`src/rtl/kvps_pkg.sv`:
```
// Shared constants and types for the key/value pair sorter.
package kvps_pkg;

	localparam int MaxLen  = 64;
	localparam int KeyBits = 31;
	localparam int ValBits = 64;

	typedef logic [KeyBits-1:0] key_t;
	typedef logic [ValBits-1:0] val_t;

	// Per-cycle command broadcast to every cell of the chain
	typedef struct packed {
		logic ins;   // insert the incoming pair
		logic shl;   // shift one place toward cell zero
	} cell_ctl_t;

endpackage

```
`src/rtl/kvps_cell.sv`:
```
// One cell of the insertion chain: holds a single key/payload pair.
module kvps_cell
	import kvps_pkg::*;
(
	input  logic      clk,
	input  logic      arst_n,
	input  cell_ctl_t ctl,
	input  key_t      new_key,
	input  val_t      new_payload,
	input  logic      prev_valid,
	input  logic      prev_gt,
	input  key_t      prev_key,
	input  val_t      prev_payload,
	input  logic      next_valid,
	input  key_t      next_key,
	input  val_t      next_payload,
	output logic      valid,
	output logic      gt,
	output key_t      key,
	output val_t      payload
);

	logic valid_q;
	key_t key_q;
	val_t payload_q;

	// Stored key lies strictly above the incoming key
	assign gt = valid_q && (key_q > new_key);

	// Track occupancy: grow from the front on insert, shrink from the back on drain
	always_ff @(posedge clk or negedge arst_n) begin
		if (!arst_n) begin
			valid_q <= 1'b0;
		end else if (ctl.shl) begin
			valid_q <= next_valid;
		end else if (ctl.ins) begin
			valid_q <= valid_q | prev_valid;
		end
	end

	// Shift up behind a larger key, take the new pair at its slot, or advance on drain
	always_ff @(posedge clk) begin
		if (ctl.shl) begin
			key_q     <= next_key;
			payload_q <= next_payload;
		end else if (ctl.ins) begin
			if (prev_gt) begin
				key_q     <= prev_key;
				payload_q <= prev_payload;
			end else if (gt || !valid_q) begin
				key_q     <= new_key;
				payload_q <= new_payload;
			end
		end
	end

	assign valid   = valid_q;
	assign key     = key_q;
	assign payload = payload_q;

endmodule
```
`config.mk`:
```
export PLATFORM = sky130hd
export DESIGN_NAME = kvps_cell
export DESIGN_NICKNAME = d
export VERILOG_FILES = /design/src/rtl/kvps_pkg.sv /design/src/rtl/kvps_cell.sv
export SDC_FILE = /design/constraint.sdc
export NUM_CORES = 1
export LEC_CHECK = 0
export ABC_AREA = 1
export BUFFER_PORTS_ARGS = -buffer_cell sky130_fd_sc_hd__buf_2
export CAP_MARGIN = 20
export CELL_PAD_IN_SITES_DETAIL_PLACEMENT = 1
export CELL_PAD_IN_SITES_GLOBAL_PLACEMENT = 1
export CORE_AREA = 2 2 153 155
export CTS_CLUSTER_SIZE = 14
export DETAILED_ROUTE_END_ITERATION = 8
export DIE_AREA = 0 0 155 157
export GPL_TIMING_DRIVEN = 1
export PLACE_DENSITY_LB_ADDON = 0.05
export SYNTH_ARGS = -nofsm -noshare
export SYNTH_HDL_FRONTEND = slang
export SYNTH_SLANG_ARGS = --single-unit
```
`constraint.sdc`:
```
create_clock -name clk -period 5.4 [get_ports clk]
set_clock_uncertainty 0.15 [all_clocks]
set_input_delay 0.81 -clock clk [delete_from_list [all_inputs] [get_ports clk]]
set_output_delay 0.81 -clock clk [all_outputs]
set_load 0.03 [all_outputs]
```
==> results.py <==
metrics = {
    "cells_and_area": {
        "fillers": 2804,
        "area_delta_synth_final_pct": 42.8,
        "final_nets": 1335,
        "ff_latch_area_um2": 2880,
        "multi_input_area_um2": 2460,
        "drive_gt1_frac": 0.419,
    },
    "critical_path": {
        "start_kind": "input port",
        "reg2regPathDepth": 10,
        "cp_slowest_stage_delay_ps": 280,
        "critPathMaxFanout": 2,
        "rrSetupSlack_ps": 2700,
        "r2r-start": "key[30]",
        "critical_path_required_ps": 4440,
        "crit_type": "in -> out",
        "worstPathCellList": "buf_2 -> inv_1 -> ha_1 -> nand2_1 -> nor2_2 -> nand4_2 -> inv_1 -> a21oi_1 -> nand2_2 -> nand2_2 -> nor2_1 -> buf_2",
        "arrival_ps": 2280,
        "slowest_stage": "ha_1",
        "r2r-end": "payload[47]",
        "endpoint_kind": "primary output",
    },
    "clock_tree": {
        "insertion_delay_ps": 350,
        "cts_tree": "built",
        "cts_root_buf": "clkbuf_16",
        "cts_max_path_buffers": 2,
        "numCtsBuffers": 9,
        "clk_pin_slew_worst_paths_ps": 70,
        "cts.repair.resized": 0,
        "ctsHoldBuffers": 0,
        "htreeDepth": 3,
        "cts_sinks": 96,
        "postCtsSetupBuffers": 0,
    },
    "drt": {
        "vias": 5972,
        "wl_per_cell_um": 17.9,
        "final_antenna_net_count": 0,
        "drt-pass1-iter-count": 4,
        "drtIter0Drc": 272,
        "wl_um": 23500,
        "routed_via_density": 4.56,
        "drc": 0,
    },
    "logic_synthesis": {
        "synth_cells": 648,
        "syn_area_um2": 5730,
        "synth_nets": 971,
        "syn_avg_cell_area_um2": 8.85,
        "synth_commonest_cells": "a21oi_1 (144), nand2_1 (138), edfxtp_1 (95), nor2_1 (74), inv_1 (42)",
        "synthArstFlopShare": 0.0104,
        "yosys_register_bits": 96,
        "ys_seq_area_frac": 0.502,
        "synth.distinct_cells": 28,
        "synth_most_common_cell": "a21oi_1",
        "yosysTopAreaCellShare": 0.498,
        "synth.area.top_cells": "edfxtp_1 (50%), a21oi_1 (13%), nand2_1 (9.0%)",
        "synth_warnings": 0,
        "synth_enable_flop_cells": 95,
        "synth_top_area_cell": "edfxtp_1",
        "synth_ff_type": "edfxtp_1",
    },
    "power": {
        "p_per_area_nw_per_um2": 272,
        "peakVddDrop_mv": 0.119,
        "power.total_uw": 2220,
        "p_leak_uw": 0.00395,
    },
    "global_route": {
        "grt_overflow_total": 0,
        "antenna_found_initial": 7,
        "grt_max_degree": 77,
        "use_met1": 0.211,
        "met3_usage": 0.0730,
        "met2_usage": 0.332,
        "grt_pass1_vias": 6107,
        "busiest_layer": "met2",
        "grt.total_usage": 0.187,
        "grt_pass1_wl_um": 34600,
    },
    "timing": {
        "final_hold_viol_count": 0,
        "layout_min_cycle_time_ps": 3240,
        "slew-limit-headroom": 0.410,
        "period_share": 0.600,
        "rsz0062_at_grt": "no",
        "setup_viol": 0,
        "fin_tns_setup_ps": 0,
        "slew_violations": 0,
        "worst_pin_slew_ps": 886,
        "fmax_mhz": 309,
    },
    "floorplan": {
        "row_count": 55,
        "die_x_um": 155,
        "fp.dieH_um": 157,
        "pin_count": 389,
        "core_area_um2": 22500,
        "dieArea_um2": 24300,
        "start_util": 0.255,
    },
    "run": {
        "cap_violations": 0,
    },
    "outcome": {
        "status": "completed",
    },
    "min_path": {
        "worstHoldPathType": "in -> async",
    },
    "placed_design": {
        "gp_congestion": 0.779,
        "hpwl_um": 17900,
        "io_buffers": 388,
    },
}
[routing by layer]
metal,wire length (µm),vias up
met3,2070,27
met1,9120,2737
met4,472,2
li1,-,2973
met5,7,-
met2,11800,233
[worst max path at each step]
stage | startpoint | endpoint | slack (ps) | cells past startpoint
after floorplan | new_key[14] | key[0] | 330 | 12
after global placement | new_key[22] | payload[43] | 2140 | 12
after detailed placement | new_key[22] | payload[43] | 2120 | 12
after CTS | new_key[30] | gt | 2120 | 12
after global routing | new_key[14] | gt | 2010 | 14
final | new_key[30] | gt | 2160 | 12
[stage by stage]
stage               utilization  cells  hold WS, ps  setup WS, ps  area [µm²]
detailed placement        0.350   1286          446          2120        7880
global route              0.364   1308         58.9          2010        8180
finish                    0.364   1309         79.5          2160        8190
CTS                       0.363   1302         62.9          2120        8170
global placement          0.350   1286          445          2140        7880
floorplan                     -    648          364           327        5730
[report_power, final]
part | switching (µW) | total (µW) | leakage (µW) | internal [µW]
Sequential | 25.5 | 946 | 0.000956 | 921
Clock | 316 | 639 | 0.000142 | 323
Combinational | 418 | 637 | 0.00285 | 219
[cells in the final DEF, fill, tap and decap left out, types with 7 or more instances in the layout]
cell	n
a21oi_1	144
buf_2	387
buf_4	8
clkbuf_16	9
diode_2	7
edfxtp_1	95
ha_1	31
inv_1	42
nand2_1	138
nor2_1	74
o211ai_1	28
o21a_1	28
[cell families (layout without fill, tap and decap cells)]
group           count (synthesis)  after routing  share of synthesized area
other cells                     0              7                          0
buf+inv                        91            460                     0.0694
flops                          96             96                      0.502
simple gates                  226            226                      0.157
compound gates                204            204                      0.204
fa+ha+maj                      31             31                     0.0677
[critical path, delay by kind of cell]
kind,cells,cell delay (ps)
adder cells (fa/ha/maj),1,280
buffers and inverters,4,440
AND/OR/NAND/NOR,6,660
AO/OA/AOI/OAI,1,90
[sequential cells by signal (all words and copies together), names as in the netlist]
register	cells
key	31
payload	64
valid	1
[final cells by class]
cell class | count | share of cell area
well taps | 285 | 0.0436
diodes | 7 | 0.00214
multi-input cells | 461 | 0.301
clock inverters | 7 | 0.00749
repair buffers | 395 | 0.244
inverters | 49 | 0.0228
flip-flops and latches | 96 | 0.352
clock buffers | 9 | 0.0275
Note: power is estimated with default switching activity, not from simulation.
